--- src/sv/jse_pkg.sv ---
// ----------------------------------------------------------------------------
// jse_pkg: shared types and helpers for the JSON string escaper
// Item structs, the command passed from the classifier to the emitter,
// and small character lookup functions.
// ----------------------------------------------------------------------------
package jse_pkg;

  // Input item kinds
  localparam logic [1:0] KIND_START = 2'd0;
  localparam logic [1:0] KIND_DATA  = 2'd1;
  localparam logic [1:0] KIND_END   = 2'd2;

  // Configuration register indexes
  localparam int unsigned CfgIdxW = 2;
  localparam logic [CfgIdxW-1:0] CFG_UNESCAPED_UNICODE = 2'd0;
  localparam logic [CfgIdxW-1:0] CFG_SIMPLE_MODE       = 2'd1;

  // Command queue depth
  localparam int unsigned QDepth = 2;
  localparam int unsigned QPtrW  = $clog2(QDepth);

  typedef struct packed {
    logic [1:0] kind;
    logic [7:0] data_byte;
  } in_item_t;

  typedef struct packed {
    logic [7:0] out_byte;
    logic       last_of_run;
    logic       string_end;
    logic       error;
  } out_item_t;

  typedef enum logic [1:0] {
    PH_IDLE    = 2'd0,
    PH_INSIDE  = 2'd1,
    PH_SWALLOW = 2'd2
  } phase_e;

  // Output sequences the emitter knows how to produce
  typedef enum logic [2:0] {
    CMD_LIT   = 3'd0,  // one byte
    CMD_ESC   = 3'd1,  // backslash, then one byte
    CMD_U16   = 3'd2,  // \uXXXX of word[15:0]
    CMD_PAIR  = 3'd3,  // \uXXXX of word[31:16], then of word[15:0]
    CMD_RAW   = 3'd4,  // nraw bytes of word, oldest in the top byte
    CMD_ERR   = 3'd5,  // error result
    CMD_CLOSE = 3'd6   // closing quote
  } cmd_e;

  typedef struct packed {
    cmd_e        op;
    logic [31:0] word;
    logic [2:0]  nraw;
  } cmd_t;

  // Lowercase hex digit
  function automatic logic [7:0] hex_char(input logic [3:0] nib);
    logic [7:0] c;
    if (nib < 4'd10) begin
      c = 8'h30 + {4'h0, nib};
    end else begin
      c = 8'h57 + {4'h0, nib};
    end
    return c;
  endfunction

  // Short escape letter: {found, letter}
  function automatic logic [8:0] short_escape(input logic [7:0] x);
    logic [8:0] r;
    unique case (x)
      8'h08:   r = {1'b1, 8'h62};
      8'h0C:   r = {1'b1, 8'h66};
      8'h0A:   r = {1'b1, 8'h6E};
      8'h0D:   r = {1'b1, 8'h72};
      8'h09:   r = {1'b1, 8'h74};
      default: r = 9'h000;
    endcase
    return r;
  endfunction

endpackage

--- src/sv/json_string_escaper_utf8_unit.sv ---
// Path: an item's command is queued, then emitted through the output register.
// Throughput: one item per cycle if each gives at most one result and output is
// not stalled; the output stage sends one byte per cycle unless stalled, so an
// n-result item holds the emitter; the two-entry queue fills and stalls input.
// Reset: asynchronous, active low; clears phase, pending sequence, queue and mode.
// ----------------------------------------------------------------------------
// json_string_escaper_utf8_unit: JSON string literal escaper with UTF-8 check
// Classifier front end, command queue and byte emitter, plus mode registers.
// ----------------------------------------------------------------------------
module json_string_escaper_utf8_unit (
  input  logic                           clk_i,
  input  logic                           rst_ni,
  input  logic                           in_valid_i,
  output logic                           in_ready_o,
  input  jse_pkg::in_item_t              in_data_i,
  output logic                           out_valid_o,
  input  logic                           out_ready_i,
  output jse_pkg::out_item_t             out_data_o,
  input  logic                           cfg_valid_i,
  output logic                           cfg_ready_o,
  input  logic [jse_pkg::CfgIdxW-1:0]    cfg_index_i,
  input  logic                           cfg_data_i
);

  logic          unescaped_unicode_q;
  logic          simple_mode_q;
  logic          q_full, q_empty, push, pop;
  jse_pkg::cmd_t push_cmd, head_cmd;

  // Mode registers
  assign cfg_ready_o = 1'b1;

  always_ff @(posedge clk_i or negedge rst_ni) begin
    if (!rst_ni) begin
      unescaped_unicode_q <= 1'b0;
      simple_mode_q       <= 1'b0;
    end else if (cfg_valid_i) begin
      if (cfg_index_i == jse_pkg::CFG_UNESCAPED_UNICODE) begin
        unescaped_unicode_q <= cfg_data_i;
      end else if (cfg_index_i == jse_pkg::CFG_SIMPLE_MODE) begin
        simple_mode_q <= cfg_data_i;
      end
    end
  end

  jse_front u_front (
    .clk_i               (clk_i),
    .rst_ni              (rst_ni),
    .unescaped_unicode_i (unescaped_unicode_q),
    .simple_mode_i       (simple_mode_q),
    .in_valid_i          (in_valid_i),
    .in_ready_o          (in_ready_o),
    .in_data_i           (in_data_i),
    .q_full_i            (q_full),
    .push_o              (push),
    .cmd_o               (push_cmd)
  );

  jse_fifo u_fifo (
    .clk_i       (clk_i),
    .rst_ni      (rst_ni),
    .push_i      (push),
    .push_data_i (push_cmd),
    .full_o      (q_full),
    .pop_i       (pop),
    .empty_o     (q_empty),
    .head_o      (head_cmd)
  );

  jse_back u_back (
    .clk_i       (clk_i),
    .rst_ni      (rst_ni),
    .q_empty_i   (q_empty),
    .head_i      (head_cmd),
    .pop_o       (pop),
    .out_valid_o (out_valid_o),
    .out_ready_i (out_ready_i),
    .out_data_o  (out_data_o)
  );

endmodule

--- src/sv/jse_fifo.sv ---
// ----------------------------------------------------------------------------
// jse_fifo: command queue between classifier and emitter
// Small register queue; the head is visible without a pop.
// ----------------------------------------------------------------------------
module jse_fifo (
  input  logic          clk_i,
  input  logic          rst_ni,
  input  logic          push_i,
  input  jse_pkg::cmd_t push_data_i,
  output logic          full_o,
  input  logic          pop_i,
  output logic          empty_o,
  output jse_pkg::cmd_t head_o
);

  jse_pkg::cmd_t             mem_q [jse_pkg::QDepth];
  logic [jse_pkg::QPtrW-1:0] wr_ptr_q, wr_ptr_d;
  logic [jse_pkg::QPtrW-1:0] rd_ptr_q, rd_ptr_d;
  logic [jse_pkg::QPtrW:0]   count_q, count_d;
  logic                      do_push, do_pop;

  assign full_o  = (count_q == (jse_pkg::QPtrW+1)'(jse_pkg::QDepth));
  assign empty_o = (count_q == '0);
  assign head_o  = mem_q[rd_ptr_q];
  assign do_push = push_i && !full_o;
  assign do_pop  = pop_i && !empty_o;

  // Advance pointers and fill count
  always_comb begin
    wr_ptr_d = wr_ptr_q;
    rd_ptr_d = rd_ptr_q;
    count_d  = count_q;
    if (do_push) begin
      wr_ptr_d = (wr_ptr_q == jse_pkg::QPtrW'(jse_pkg::QDepth - 1)) ? '0 : wr_ptr_q + 1'b1;
    end
    if (do_pop) begin
      rd_ptr_d = (rd_ptr_q == jse_pkg::QPtrW'(jse_pkg::QDepth - 1)) ? '0 : rd_ptr_q + 1'b1;
    end
    if (do_push && !do_pop) begin
      count_d = count_q + 1'b1;
    end else if (do_pop && !do_push) begin
      count_d = count_q - 1'b1;
    end
  end

  always_ff @(posedge clk_i or negedge rst_ni) begin
    if (!rst_ni) begin
      wr_ptr_q <= '0;
      rd_ptr_q <= '0;
      count_q  <= '0;
    end else begin
      wr_ptr_q <= wr_ptr_d;
      rd_ptr_q <= rd_ptr_d;
      count_q  <= count_d;
    end
  end

  // Store entries
  always_ff @(posedge clk_i) begin
    if (do_push) begin
      mem_q[wr_ptr_q] <= push_data_i;
    end
  end

endmodule

--- src/sv/jse_front.sv ---
// ----------------------------------------------------------------------------
// jse_front: item classifier
// Tracks string phase and pending UTF-8 sequence, and turns each accepted
// item into at most one emitter command.
// ----------------------------------------------------------------------------
module jse_front (
  input  logic             clk_i,
  input  logic             rst_ni,
  input  logic             unescaped_unicode_i,
  input  logic             simple_mode_i,
  input  logic             in_valid_i,
  output logic             in_ready_o,
  input  jse_pkg::in_item_t in_data_i,
  input  logic             q_full_i,
  output logic             push_o,
  output jse_pkg::cmd_t    cmd_o
);

  jse_pkg::phase_e phase_q, phase_d;
  logic [1:0]      need_q, need_d;
  logic [1:0]      held_q, held_d;
  logic [23:0]     seq_q, seq_d;

  logic        accept;
  logic [7:0]  x;
  logic [8:0]  sesc;
  logic        is_special;
  logic [20:0] cp;
  logic [20:0] cp_off;
  logic        seq_ok;
  logic [31:0] raw_word;
  logic [2:0]  raw_n;

  assign in_ready_o = !q_full_i;
  assign accept     = in_valid_i && in_ready_o;
  assign x          = in_data_i.data_byte;
  assign sesc       = jse_pkg::short_escape(x);
  assign is_special = (x == 8'h22) || (x == 8'h5C) || (x == 8'h2F);
  assign cp_off     = cp - 21'h010000;

  // Decode the sequence completed by this byte
  always_comb begin
    cp       = '0;
    seq_ok   = 1'b0;
    raw_word = '0;
    raw_n    = 3'd0;
    unique case (held_q)
      2'd1: begin
        cp       = {10'h0, seq_q[4:0], x[5:0]};
        seq_ok   = |seq_q[4:1];
        raw_word = {seq_q[7:0], x, 16'h0};
        raw_n    = 3'd2;
      end
      2'd2: begin
        cp       = {5'h0, seq_q[11:8], seq_q[5:0], x[5:0]};
        seq_ok   = ((|seq_q[11:8]) || seq_q[5]) && !(cp >= 21'h00D800 && cp <= 21'h00DFFF);
        raw_word = {seq_q[15:0], x, 8'h0};
        raw_n    = 3'd3;
      end
      2'd3: begin
        cp       = {seq_q[18:16], seq_q[13:8], seq_q[5:0], x[5:0]};
        seq_ok   = ((|seq_q[18:16]) || (|seq_q[13:12])) && (cp <= 21'h10FFFF);
        raw_word = {seq_q[23:0], x};
        raw_n    = 3'd4;
      end
      default: begin
        seq_ok = 1'b0;
      end
    endcase
  end

  // Next state and command
  always_comb begin
    phase_d     = phase_q;
    need_d      = need_q;
    held_d      = held_q;
    seq_d       = seq_q;
    push_o      = 1'b0;
    cmd_o.op    = jse_pkg::CMD_LIT;
    cmd_o.word  = '0;
    cmd_o.nraw  = 3'd0;
    if (accept) begin
      unique case (in_data_i.kind)
        jse_pkg::KIND_START: begin
          need_d     = '0;
          held_d     = '0;
          seq_d      = '0;
          phase_d    = jse_pkg::PH_INSIDE;
          push_o     = 1'b1;
          cmd_o.op   = jse_pkg::CMD_LIT;
          cmd_o.word = 32'h22;
        end
        jse_pkg::KIND_DATA: begin
          if (phase_q == jse_pkg::PH_INSIDE) begin
            if (simple_mode_i) begin
              need_d = '0;
              held_d = '0;
              seq_d  = '0;
              if (x < 8'h20) begin
                push_o     = sesc[8];
                cmd_o.op   = jse_pkg::CMD_ESC;
                cmd_o.word = {24'h0, sesc[7:0]};
              end else begin
                push_o     = 1'b1;
                cmd_o.op   = is_special ? jse_pkg::CMD_ESC : jse_pkg::CMD_LIT;
                cmd_o.word = {24'h0, x};
              end
            end else if (need_q != 2'd0) begin
              if (x[7:6] != 2'b10) begin
                // bad continuation byte
                push_o   = 1'b1;
                cmd_o.op = jse_pkg::CMD_ERR;
                phase_d  = jse_pkg::PH_SWALLOW;
                need_d   = '0;
                held_d   = '0;
                seq_d    = '0;
              end else if (need_q > 2'd1) begin
                seq_d  = {seq_q[15:0], x};
                held_d = held_q + 1'b1;
                need_d = need_q - 1'b1;
              end else begin
                need_d = '0;
                held_d = '0;
                seq_d  = '0;
                push_o = 1'b1;
                if (!seq_ok) begin
                  cmd_o.op = jse_pkg::CMD_ERR;
                  phase_d  = jse_pkg::PH_SWALLOW;
                end else if (unescaped_unicode_i) begin
                  cmd_o.op   = jse_pkg::CMD_RAW;
                  cmd_o.word = raw_word;
                  cmd_o.nraw = raw_n;
                end else if (cp < 21'h010000) begin
                  cmd_o.op   = jse_pkg::CMD_U16;
                  cmd_o.word = {16'h0, cp[15:0]};
                end else begin
                  cmd_o.op   = jse_pkg::CMD_PAIR;
                  cmd_o.word = {6'b110110, cp_off[19:10], 6'b110111, cp_off[9:0]};
                end
              end
            end else if (x[7]) begin
              if (!x[6] || x >= 8'hF8) begin
                // bare continuation or invalid lead
                push_o   = 1'b1;
                cmd_o.op = jse_pkg::CMD_ERR;
                phase_d  = jse_pkg::PH_SWALLOW;
                need_d   = '0;
                held_d   = '0;
                seq_d    = '0;
              end else begin
                need_d = (x < 8'hE0) ? 2'd1 : ((x < 8'hF0) ? 2'd2 : 2'd3);
                held_d = 2'd1;
                seq_d  = {16'h0, x};
              end
            end else if (is_special) begin
              push_o     = 1'b1;
              cmd_o.op   = jse_pkg::CMD_ESC;
              cmd_o.word = {24'h0, x};
            end else if (x < 8'h20) begin
              push_o = 1'b1;
              if (sesc[8]) begin
                cmd_o.op   = jse_pkg::CMD_ESC;
                cmd_o.word = {24'h0, sesc[7:0]};
              end else begin
                cmd_o.op   = jse_pkg::CMD_U16;
                cmd_o.word = {24'h0, x};
              end
            end else begin
              push_o     = 1'b1;
              cmd_o.op   = jse_pkg::CMD_LIT;
              cmd_o.word = {24'h0, x};
            end
          end
        end
        jse_pkg::KIND_END: begin
          if (phase_q == jse_pkg::PH_INSIDE) begin
            push_o   = 1'b1;
            cmd_o.op = (!simple_mode_i && need_q != 2'd0) ? jse_pkg::CMD_ERR
                                                           : jse_pkg::CMD_CLOSE;
            need_d   = '0;
            held_d   = '0;
            seq_d    = '0;
            phase_d  = jse_pkg::PH_IDLE;
          end else if (phase_q == jse_pkg::PH_SWALLOW) begin
            phase_d = jse_pkg::PH_IDLE;
          end
        end
        default: begin
          // unused kind: drop
        end
      endcase
    end
  end

  always_ff @(posedge clk_i or negedge rst_ni) begin
    if (!rst_ni) begin
      phase_q <= jse_pkg::PH_IDLE;
      need_q  <= '0;
      held_q  <= '0;
      seq_q   <= '0;
    end else begin
      phase_q <= phase_d;
      need_q  <= need_d;
      held_q  <= held_d;
      seq_q   <= seq_d;
    end
  end

endmodule

--- src/sv/jse_back.sv ---
// ----------------------------------------------------------------------------
// jse_back: byte emitter
// Expands the command at the queue head into output bytes, one per cycle
// while the output is not stalled, through a registered output stage.
// ----------------------------------------------------------------------------
module jse_back (
  input  logic               clk_i,
  input  logic               rst_ni,
  input  logic               q_empty_i,
  input  jse_pkg::cmd_t      head_i,
  output logic               pop_o,
  output logic               out_valid_o,
  input  logic               out_ready_i,
  output jse_pkg::out_item_t out_data_o
);

  logic [3:0]         idx_q, idx_d;
  logic               out_valid_q, out_valid_d;
  jse_pkg::out_item_t out_q;
  jse_pkg::out_item_t cur;
  logic               load;
  logic [3:0]         len;
  logic               second;
  logic [15:0]        unit;
  logic [3:0]         pos;
  logic [3:0]         nib;
  logic [7:0]         hex_byte;
  logic [7:0]         raw_byte;

  assign second = (head_i.op == jse_pkg::CMD_PAIR) && (idx_q >= 4'd6);
  assign unit   = (head_i.op == jse_pkg::CMD_PAIR && !second) ? head_i.word[31:16]
                                                              : head_i.word[15:0];
  assign pos    = second ? idx_q - 4'd6 : idx_q;

  // Pick the hex nibble and the raw byte for this position
  always_comb begin
    unique case (pos[2:0])
      3'd2:    nib = unit[15:12];
      3'd3:    nib = unit[11:8];
      3'd4:    nib = unit[7:4];
      default: nib = unit[3:0];
    endcase
    unique case (idx_q[1:0])
      2'd0:    raw_byte = head_i.word[31:24];
      2'd1:    raw_byte = head_i.word[23:16];
      2'd2:    raw_byte = head_i.word[15:8];
      default: raw_byte = head_i.word[7:0];
    endcase
  end

  always_comb begin
    if (pos == 4'd0) begin
      hex_byte = 8'h5C;
    end else if (pos == 4'd1) begin
      hex_byte = 8'h75;
    end else begin
      hex_byte = jse_pkg::hex_char(nib);
    end
  end

  // Form the current output byte and the command length
  always_comb begin
    cur = '0;
    len = 4'd1;
    unique case (head_i.op)
      jse_pkg::CMD_LIT: begin
        cur.out_byte = head_i.word[7:0];
      end
      jse_pkg::CMD_ESC: begin
        len          = 4'd2;
        cur.out_byte = (idx_q == 4'd0) ? 8'h5C : head_i.word[7:0];
      end
      jse_pkg::CMD_U16: begin
        len          = 4'd6;
        cur.out_byte = hex_byte;
      end
      jse_pkg::CMD_PAIR: begin
        len          = 4'd12;
        cur.out_byte = hex_byte;
      end
      jse_pkg::CMD_RAW: begin
        len          = {1'b0, head_i.nraw};
        cur.out_byte = raw_byte;
      end
      jse_pkg::CMD_ERR: begin
        cur.string_end = 1'b1;
        cur.error      = 1'b1;
      end
      jse_pkg::CMD_CLOSE: begin
        cur.out_byte   = 8'h22;
        cur.string_end = 1'b1;
      end
      default: begin
        cur = '0;
      end
    endcase
    cur.last_of_run = (idx_q == len - 4'd1);
  end

  // Advance the output stage
  assign load  = !q_empty_i && (!out_valid_q || out_ready_i);
  assign pop_o = load && cur.last_of_run;

  always_comb begin
    idx_d       = idx_q;
    out_valid_d = out_valid_q;
    if (load) begin
      out_valid_d = 1'b1;
      idx_d       = cur.last_of_run ? 4'd0 : idx_q + 4'd1;
    end else if (out_ready_i) begin
      out_valid_d = 1'b0;
    end
  end

  always_ff @(posedge clk_i or negedge rst_ni) begin
    if (!rst_ni) begin
      idx_q       <= '0;
      out_valid_q <= 1'b0;
    end else begin
      idx_q       <= idx_d;
      out_valid_q <= out_valid_d;
    end
  end

  always_ff @(posedge clk_i) begin
    if (load) begin
      out_q <= cur;
    end
  end

  assign out_valid_o = out_valid_q;
  assign out_data_o  = out_q;

endmodule

--- config.mk ---
export PLATFORM = sky130hd
export DESIGN_NAME = json_string_escaper_utf8_unit
export DESIGN_NICKNAME = d
export VERILOG_FILES = /design/src/sv/jse_pkg.sv /design/src/sv/json_string_escaper_utf8_unit.sv /design/src/sv/jse_fifo.sv /design/src/sv/jse_front.sv /design/src/sv/jse_back.sv
export SDC_FILE = /design/constraint.sdc
export NUM_CORES = 1
export LEC_CHECK = 0
export ABC_AREA = 1
export BUFFER_PORTS_ARGS = -buffer_cell sky130_fd_sc_hd__buf_2
export CORE_ASPECT_RATIO = 1.4
export CORE_MARGIN = 3
export CORE_UTILIZATION = 55
export DETAILED_ROUTE_END_ITERATION = 10
export PLACE_DENSITY = 0.72
export RECOVER_POWER = 50
export SETUP_SLACK_MARGIN = 0.3
export SYNTH_ARGS = -nofsm -noshare
export SYNTH_HDL_FRONTEND = slang
export SYNTH_HIERARCHICAL = 1
export SYNTH_SLANG_ARGS = --single-unit
--- constraint.sdc ---
create_clock -name clk_i -period 6.7 [get_ports clk_i]
set_input_delay 0.335 -clock clk_i [delete_from_list [all_inputs] [get_ports clk_i]]
set_output_delay 0.335 -clock clk_i [all_outputs]
set_load 0.02 [all_outputs]
==> impl_metrics.tcl, run 1 <==
set metrics [dict create \
    ys_top_cells_by_count "nand2_1 (288), inv_1 (110), edfxtp_1 (87), nor2_1 (69), nand3_1 (66)" \
    syn_inst 976 \
    synth_seq_cells 128 \
    htreeDepth 4 \
    status "finished with violations" \
    drt_iter0_drc 399 \
    post_dp_cell_area_mm2 0.00817 \
    pin_count 32 \
    dp_hpwl_mm 14.9 \
    grt_max_degree 42 \
    cts_post_setup_buffers_inserted 0 \
    grt.overflow.total 0 \
    netlist_area_mm2 0.00796 \
    cp-start-kind "flip-flop" \
    final-max-slew-violation-count 42 \
    gp_congestion 0.941 \
    postRouteAntennaNets 0 \
    wl_mm 20.2 \
    clk_pin_slew_ns 0.06 \
    clockRootBuffer "clkbuf_16" \
    drive_above_1_share 0.0916 \
    start_util 0.567 \
    ys_types 52 \
    clockBufferDepth 2 \
    violations "capacitance limit, slew limit" \
    synth_edf_count 87 \
    synth_area_per_cell_um2 8.15 \
    rsz0062_at_grt "false" \
    synthFlopType "edfxtp_1" \
    core_mm2 0.0140 \
    critical_path_class "flip-flop to flip-flop" \
    final_area_mm2 0.00873 \
    wl_per_cell_um 17.0 \
    cts_tree "yes" \
    relSlewSlack -0.637 \
    required_ns 7.01 \
    drc 0 \
    syn_nets 1013 \
    cts.sinks 128 \
    whs_ns 0.158 \
    die_x_um 108 \
    seq_area_frac_synth 0.457 \
    dieHeight_um 148 \
    clock_latency_ns 0.41 \
    min_path_type "input pin to flip-flop" \
    ctsResizeCount 0 \
    ys_warn_count 6 \
    hold_viol 0 \
    synth_top_area_share 0.328 \
    yosysMostFrequentCell "nand2_1" \
    numCtsBuffers 17 \
    synth_top_area_cell "edfxtp_1" \
    grt_pass1_wl_mm 32.2 \
    track_usage 0.259 \
    setup_viol 0 \
    area_growth_pct 9.65 \
    async_flop_share 0.320 \
    crit_arrival_ns 4.53 \
    period_share 0.630 \
    vias 6861 \
    fin_crit_ns 4.22 \
    post_synth_main_area_contributors "edfxtp_1 (33%), nand2_1 (14%), dfrtp_1 (13%)" \
    worstMarginPinSlew_ns 2.46 \
    p_leak_nw 3.72 \
    cap_violations 1 \
    firstDrtPassIters 5 \
    grt_pass1_vias 6522 \
    power_density_mw_per_mm2 383 \
    floorplan.rows 51 \
    die_area_mm2 0.0160 \
    fin_tns_setup_ns 0 \
    io_buffers 30 \
    worst-path-max-fanout 39 \
    max_freq_mhz 237 \
    layout.nets 1028 \
    diodes 0 \
    postCtsHoldBufs 0 \
    antenna_found_initial 0 \
    cp-end-kind "flip-flop" \
    finClkSkew_ns 0.0101 \
    ir_worst_vdd_mv 0.206 \
    vias_per_cell 5.77 \
]
==> worst paths after layout <==
check,from,end,slack (ns),cells after the start
max in group asynchronous,rst_ni,u_front/seq_q[5]$_DFFE_PN0P_,4.62,1
setup reg to reg,u_fifo/rd_ptr_q$_DFFE_PN0P_,u_fifo/count_q[1]$_DFFE_PN0P_,2.48,21
hold / removal,out_ready_i,u_back/out_valid_o$_DFFE_PN0P_,0.16,4
setup / recovery,u_fifo/rd_ptr_q$_DFFE_PN0P_,u_fifo/count_q[1]$_DFFE_PN0P_,2.48,21
hold reg to reg,u_front/seq_q[23]$_DFFE_PN0P_,u_front/seq_q[23]$_DFFE_PN0P_,0.49,2
min in group asynchronous,rst_ni,u_back/idx_q[0]$_DFFE_PN0P_,0.68,1
==> layer usage <==
layer | up-vias | global-route usage | share of wire
met4 | 0 | 0.161 | 0.053
met1 | 3195 | 0.294 | 0.39
li1 | 3346 | - | -
met5 | - | 0 | 0
met2 | 245 | 0.448 | 0.51
met3 | 75 | 0.0439 | 0.044
==> area by class of cell <==
class / count / area [um^2]
flip-flops and latches: 128 / 3640
clock buffers: 18 / 429
repair buffers: 34 / 155
inverters: 116 / 435
fillers: 1262 / 5310
multi-input cells: 694 / 3650
clock inverters: 14 / 189
well taps: 185 / 231
==> flip-flops by register name, summed over array words and instances, names as in the netlist, 2 cells and up <==
| register | cells |
|---|---|
| u_front/held_q | 2 |
| u_fifo/mem_q | 76 |
| u_back/out_data_o | 11 |
| u_front/seq_q | 24 |
| u_back/idx_q | 4 |
| u_front/phase_q | 2 |
| u_fifo/count_q | 2 |
| u_front/need_q | 2 |
==> cell families (layout without fill, tap and decap cells) <==
logic type / after synthesis / in the layout / share of synthesized area
fa+ha+maj: 19 / 19 / 0.0299
mux: 1 / 1 / 0.00126
other cells: 1 / 1 / 0.000471
buf+inv: 154 / 182 / 0.0811
simple gates: 488 / 488 / 0.277
compound gates: 178 / 178 / 0.145
flops: 128 / 128 / 0.457
xor+xnor: 7 / 7 / 0.00770
==> per-stage QoR <==
| stage | setup WS, ns | utilization | power, W | cells |
|---|---|---|---|---|
| floorplan | 3.13 | - | 0.00209 | 976 |
| global placement | 2.98 | 0.582 | 0.00238 | 1157 |
| detailed placement | 2.93 | 0.582 | 0.00240 | 1157 |
| CTS | 2.88 | 0.626 | 0.00336 | 1189 |
| global route | 1.99 | 0.622 | 0.00355 | 1189 |
| finish | 2.48 | 0.622 | 0.00335 | 1189 |
==> cells in the final DEF, fill, tap and decap left out, types with 4 or more instances in the layout <==
master     count
nand2_1      290
inv_1        112
edfxtp_1      87
nor2_1        68
nand3_1       67
o21ai_0       51
dfrtp_1       41
a21oi_1       36
ha_1          19
clkbuf_16     17
clkbuf_1      17
o221ai_1      17
o22ai_1       17
buf_2         16
nand4_1       15
nor2_4        10
o21ai_1       10
nor3_1        10
o211ai_1      10
o22ai_2        8
nand2_2        7
a22oi_1        7
a211oi_1       6
nand2_4        5
xor2_1         5
bufinv_16      4
a221oi_1       4
a31oi_1        4
==> critical path: stages (launching register included) <==
cell and delay, ns:
dfrtp_1 0.38, inv_1 0.88, nand2_1 0.10, nand2_1 0.32, inv_1 0.16, nor2_1 0.13, nand2_1 0.05, o21ai_0 0.17
ha_1 0.32, xor2_1 0.13, o21ai_0 0.10, a211oi_1 0.24, nand2_1 0.13, inv_1 0.09, nand2_1 0.09, inv_1 0.12
o21ai_0 0.13, ha_1 0.33, inv_1 0.08, nand3_1 0.08, nand2_1 0.06, nand2_1 0.04
==> report_power, final <==
group	internal [W]	switching [W]
combinational	0.000392	0.000929
sequential	0.000991	0.0000801
clock	0.000622	0.000332
total	0.00201	0.00134
No activity file was read; power rests on OpenSTA's default activity.
==> run 2, diff against run 1 <==
- clock period: 6.7 -> 4 ns (I/O delays scaled with it)
==> impl_metrics.tcl, run 2 (same netlist as run 1, synthesis figures left out) <==
set metrics [dict create \
    status "finished with violations" \
    violations "capacitance limit, slew limit" \
    p_sw_frac 0.407 \
    die_area_mm2 0.0160 \
    cp-end-kind "flip-flop" \
    postRouteAntennaNets 0 \
    path_cells "inv_1 -> nand2_1 -> nor2_4 -> nand3_1 -> nand2_1 -> nor3_4 -> clkbuf_1 -> nand3_1 -> inv_1 -> nand2_1 -> o21ai_0" \
    setup_viol 0 \
    crit_path_max_incr_delay_ns 1.00 \
    rsz0062_at_grt "false" \
    start_util 0.567 \
    worst-path-max-fanout 24 \
    largest_reg_flops 76 \
    clockBufferDepth 2 \
    p_total_w 0.00560 \
    numCtsBuffers 17 \
    hold_viol 0 \
    core_mm2 0.0140 \
    floorplan.rows 51 \
    antenna_found_initial 0 \
    fin_tns_setup_ns 0 \
    grt_pass1_vias 6535 \
    mostFrequentLayoutCells "nand2_1 (291), inv_1 (113), edfxtp_1 (87), nor2_1 (68), nand3_1 (66)" \
    pin_count 32 \
    grt_max_degree 42 \
    drive_above_1_share 0.0980 \
    post_dp_cell_area_mm2 0.00821 \
    fin_crit_ns 3.46 \
    wl_per_cell_um 16.6 \
    wl_mm 19.8 \
    dp_hpwl_mm 14.8 \
    clock_power_share 0.287 \
    crit_arrival_ns 3.77 \
    vias_per_cell 5.71 \
    final-max-slew-violation-count 42 \
    min_path_type "input pin to flip-flop" \
    grt_pass1_wl_mm 32.1 \
    htreeDepth 4 \
    drt_iter0_drc 525 \
    diodes 0 \
    final_area_mm2 0.00878 \
    max_freq_mhz 289 \
    p_int_w 0.00332 \
    critical_path_class "flip-flop to flip-flop" \
    crit_slowest_cell "clkbuf_1" \
    ir_worst_vdd_mv 0.311 \
    area_growth_pct 10.3 \
    cp-start-kind "flip-flop" \
    max_flop_register "u_fifo/mem_q" \
    die_x_um 108 \
    dieHeight_um 148 \
    drc 0 \
    power_frac_seq 0.320 \
    cts.sinks 128 \
    period_share 0.865 \
    worstMarginPinSlew_ns 2.54 \
    cts_tree "yes" \
    grt.overflow.total 0 \
    vias 6818 \
    required_ns 4.31 \
    gp_congestion 0.948 \
    clk_pin_slew_ns 0.06 \
    fillerInstances 1270 \
    p_leak_nw 3.76 \
    place_inst 1162 \
    cap_violations 1 \
    layout_commonest_cell "nand2_1" \
    io_buffers 30 \
    cp_common_cell "nand2_1" \
    switchingPower_w 0.00228 \
    cts_post_setup_buffers_inserted 0 \
    finClkSkew_ns 0.0109 \
    combPwrFrac 0.392 \
    layout.nets 1034 \
    clock_latency_ns 0.41 \
    clockRootBuffer "clkbuf_16" \
    relSlewSlack -0.690 \
    track_usage 0.257 \
    firstDrtPassIters 9 \
    instances_no_fill 1195 \
    power_density_mw_per_mm2 638 \
]
[run 2: area by class of cell]
cell class,count,area [um^2],area share
well taps,185,231,0.0264
clock buffers,17,425,0.0485
flip-flops and latches,128,3640,0.414
repair buffers,40,194,0.0221
inverters,116,435,0.0496
clock inverters,15,198,0.0225
multi-input cells,694,3660,0.417
[run 2: worst max-delay path, delay by kind of cell, from the launching register on]
kind	cells	cell delay [ns]
buf+inv	3	1.32
flops	1	0.42
simple gates	7	1.23
compound gates	1	0.37
[run 2: path summary, 6_finish.rpt]
| kind | startpoint | endpoint | slack [ns] | depth (start not counted) |
|---|---|---|---|---|
| min | out_ready_i | u_back/out_valid_o$_DFFE_PN0P_ | 0.03 | 4 |
| max reg2reg | u_front/need_q[1]$_DFFE_PN0P_ | u_front/seq_q[23]$_DFFE_PN0P_ | 0.54 | 11 |
| min in group asynchronous | rst_ni | u_back/idx_q[2]$_DFFE_PN0P_ | 1.12 | 2 |
| max | u_front/need_q[1]$_DFFE_PN0P_ | u_front/seq_q[23]$_DFFE_PN0P_ | 0.54 | 11 |
| max in group asynchronous | rst_ni | u_front/seq_q[0]$_DFFE_PN0P_ | 1.44 | 2 |
| min reg2reg | u_front/seq_q[22]$_DFFE_PN0P_ | u_front/seq_q[22]$_DFFE_PN0P_ | 0.49 | 2 |
[run 2: routing by layer]
layer	routed length [um]	track usage
met5	0	0
met4	981	0.146
met3	961	0.0452
met2	10100	0.443
met1	7730	0.299
[run 2: per-stage QoR]
stage               hold WS [ns]  worst slack, ns   util
global route              0.0327            0.293  0.625
detailed placement         0.442            0.756  0.584
floorplan                -0.0956            0.561      -
CTS                      0.00966            0.732  0.630
finish                    0.0255            0.540  0.625
global placement           0.442            0.829  0.584
[run 2: repair_timing]
item / CTS / global route
hold buffers: 1 / 0
hold endpoints to repair: 14 / 0
gates resized for setup: 0 / 0
endpoints found under the setup margin: 0 / 0
[run 2: power by group through the flow]
stage / Clock [W] / Sequential [W] / Combinational [W]
global route: 0.00170 / 0.00182 / 0.00246
global placement: 0 / 0.00181 / 0.00218
CTS: 0.00164 / 0.00179 / 0.00222
detailed placement: 0 / 0.00181 / 0.00221
finish: 0.00161 / 0.00180 / 0.00220
floorplan: 0 / 0.00185 / 0.00166
==> run 3, diff against run 2 <==
- ABC_AREA: 1 -> 0
- MAX_ROUTING_LAYER: unset -> met4
- REMOVE_ABC_BUFFERS: unset -> 1
==> impl_metrics.tcl, run 3 <==
set metrics [dict create \
    met2_length_mm 9.94 \
    drc 0 \
    required_ns 4.27 \
    layout_commonest_cell "edfxtp_1" \
    pin_count 32 \
    drt_iter0_drc 541 \
    critical_path_class "flip-flop to flip-flop" \
    power_frac_seq 0.343 \
    clock_power_share 0.282 \
    synth_area_per_cell_um2 10.9 \
    grt_pass1_vias 5874 \
    switchingPower_w 0.00199 \
    crit_path_max_incr_delay_ns 0.57 \
    start_util 0.563 \
    instances_no_fill 936 \
    synth_edf_count 87 \
    grt_pass1_wl_mm 31.1 \
    top_layer_used "met4" \
    drt-met1-wl_mm 7.71 \
    status "finished with violations" \
    place_inst 896 \
    final-max-slew-violation-count 42 \
    ir_worst_vdd_mv 0.334 \
    post_synth_main_area_contributors "edfxtp_1 (33%), dfrtp_1 (13%), mux2_2 (4.3%)" \
    cp-end-kind "flip-flop" \
    antenna_found_initial 0 \
    fillerInstances 1183 \
    core_mm2 0.0139 \
    grt_max_degree 42 \
    dp_hpwl_mm 13.7 \
    p_total_w 0.00530 \
    synth_top_area_share 0.333 \
    syn_inst 722 \
    ys_warn_count 6 \
    htreeDepth 4 \
    cp-start-kind "flip-flop" \
    p_leak_nw 3.10 \
    async_flop_share 0.320 \
    final_area_mm2 0.00855 \
    worstMarginPinSlew_ns 2.35 \
    gp_congestion 0.933 \
    wl_per_cell_um 20.6 \
    period_share 0.908 \
    yosysMostFrequentCell "edfxtp_1" \
    power_density_mw_per_mm2 620 \
    crit_slowest_cell "or4_4" \
    layout.nets 775 \
    min_path_type "input pin to flip-flop" \
    p_int_w 0.00331 \
    finClkSkew_ns 0.0169 \
    vias 6005 \
    seq_area_frac_synth 0.464 \
    die_x_um 107 \
    mostFrequentLayoutCells "edfxtp_1 (87), nor2_1 (71), nand2_1 (49), dfrtp_1 (40), a21oi_1 (39)" \
    grt.overflow.total 0 \
    cp_top_family "simple AND/OR/NAND/NOR gates" \
    critPathBufInv 2 \
    dieHeight_um 147 \
    crit_arrival_ns 3.90 \
    final_util 0.615 \
    die_area_mm2 0.0157 \
    max_flop_register "u_fifo/mem_q" \
    firstDrtPassIters 7 \
    cap_violations 1 \
    worst-path-max-fanout 15 \
    worst_slack_ns 0.369 \
    track_usage 0.260 \
    diodes 0 \
    wl_met3_mm 1.02 \
    io_buffers 30 \
    largest_reg_flops 76 \
    post_dp_cell_area_mm2 0.00798 \
    relSlewSlack -0.566 \
    floorplan.rows 51 \
    violations "capacitance limit, slew limit" \
    max_freq_mhz 275 \
    cts_tree "yes" \
    area_growth_pct 9.13 \
    ys_types 94 \
    rsz0062_at_grt "false" \
    hold_viol 0 \
    ys_top_cells_by_count "edfxtp_1 (87), nor2_1 (72), nand2_1 (49), dfrtp_1 (41), a21oi_1 (39)" \
    path_cells "mux2_2 -> nand3b_1 -> nor3_4 -> buf_4 -> mux2i_1 -> nor2_1 -> or4_4 -> inv_2 -> ha_1 -> o31ai_1 -> or3_1 -> a22oi_2" \
    fin_crit_ns 3.63 \
    netlist_area_mm2 0.00784 \
    synth_top_area_cell "edfxtp_1" \
    vias_per_cell 6.42 \
    synthFlopType "edfxtp_1" \
    cts.sinks 128 \
    combPwrFrac 0.376 \
    clock_latency_ns 0.42 \
    setup_viol 0 \
    numCtsBuffers 17 \
    clk_pin_slew_ns 0.06 \
    p_sw_frac 0.375 \
    post-place-ws_ns 0.311 \
    clockBufferDepth 2 \
    synth_seq_cells 128 \
    drive_above_1_share 0.188 \
    clockRootBuffer "clkbuf_16" \
    wl_mm 19.3 \
    postRouteAntennaNets 0 \
]
run 3: cell count changes after synthesis, moves of 19 or more:
| cell | delta |
|---|---|
| inv_1 | -85 |
| o21ai_0 | -24 |
| a22o_1 | +25 |
| mux2_2 | +30 |
| nand3_1 | -58 |
| a222oi_1 | +19 |
| nand2_1 | -239 |
run 3: cell families after synthesis:
group,count (synthesis),synth area share
multiplexers,61,0.0904
AO/OA/AOI/OAI,201,0.195
XOR/XNOR,12,0.0134
adder cells (fa/ha/maj),19,0.0303
AND/OR/NAND/NOR,221,0.151
other,1,0.000478
flip-flops,128,0.464
buffers and inverters,79,0.0549
run 3: layer usage:
layer,global-route usage,up-vias
li1,-,2781
met1,0.314,2941
met2,0.434,242
met3,0.0413,41
met4,0.106,0
met5,-,-
run 3: path summary, 6_finish.rpt:
check | startpoint | depth (start not counted) | to | slack, ns
max | u_fifo/rd_ptr_q$_DFFE_PN0P_ | 12 | u_back/out_data_o[5]$_DFFE_PP_ | 0.37
min | cfg_data_i | 2 | simple_mode_q$_DFFE_PN0P_ | 0.02
max reg2reg | u_fifo/rd_ptr_q$_DFFE_PN0P_ | 12 | u_back/out_data_o[5]$_DFFE_PP_ | 0.37
min reg2reg | u_back/out_valid_o$_DFFE_PN0P_ | 2 | u_back/out_valid_o$_DFFE_PN0P_ | 0.51
max in group asynchronous | rst_ni | 2 | u_back/idx_q[0]$_DFFE_PN0P_ | 1.47
min in group asynchronous | rst_ni | 2 | u_back/idx_q[2]$_DFFE_PN0P_ | 1.03
run 3: area by class of cell:
cell class,count,area [um^2],share of cell area
multi-input combinational,515,3730,0.437
inverter,27,101,0.0118
clock buffer,17,425,0.0497
clock inverter,15,150,0.0176
tap,185,231,0.0271
sequential,128,3640,0.426
timing repair buffer,49,272,0.0317
run 3: repair_timing:
action                                  in CTS  in global routing
gates resized for setup                      0                  1
buffers inserted                             0                  7
pin swaps                                    1                  2
endpoints found under the setup margin       1                  4
endpoints found under the hold margin       41                  0
hold buffers                                 1                  0
cloned                                       0                  0
run 3: per-stage QoR:
stage | TNS (ns) | hold WS, ns
after detailed placement | 0 | 0.406
after global routing | 0 | 0.0169
after global placement | 0 | 0.392
after CTS | 0 | 0.0114
final | 0 | 0.0209
after floorplan | -0.615 | -0.0956
run 3: worst register-to-register path, delay by kind of cell (launching register included):
| kind | cells | cell delay (ns) |
|---|---|---|
| and+or+nand+nor | 5 | 1.69 |
| muxes | 2 | 0.64 |
| DFF | 1 | 0.47 |
| buffers and inverters | 2 | 0.28 |
| AOI/OAI and AO/OA | 2 | 0.24 |
| adders and majority gates | 1 | 0.17 |
run 3: power groups by stage:
stage	Sequential, W	Combinational, W	Clock, W
after floorplan	0.00192	0.00135	0
after global placement	0.00183	0.00193	0
after detailed placement	0.00184	0.00196	0
after CTS	0.00181	0.00198	0.00152
after global routing	0.00184	0.00216	0.00158
final	0.00182	0.00199	0.00149
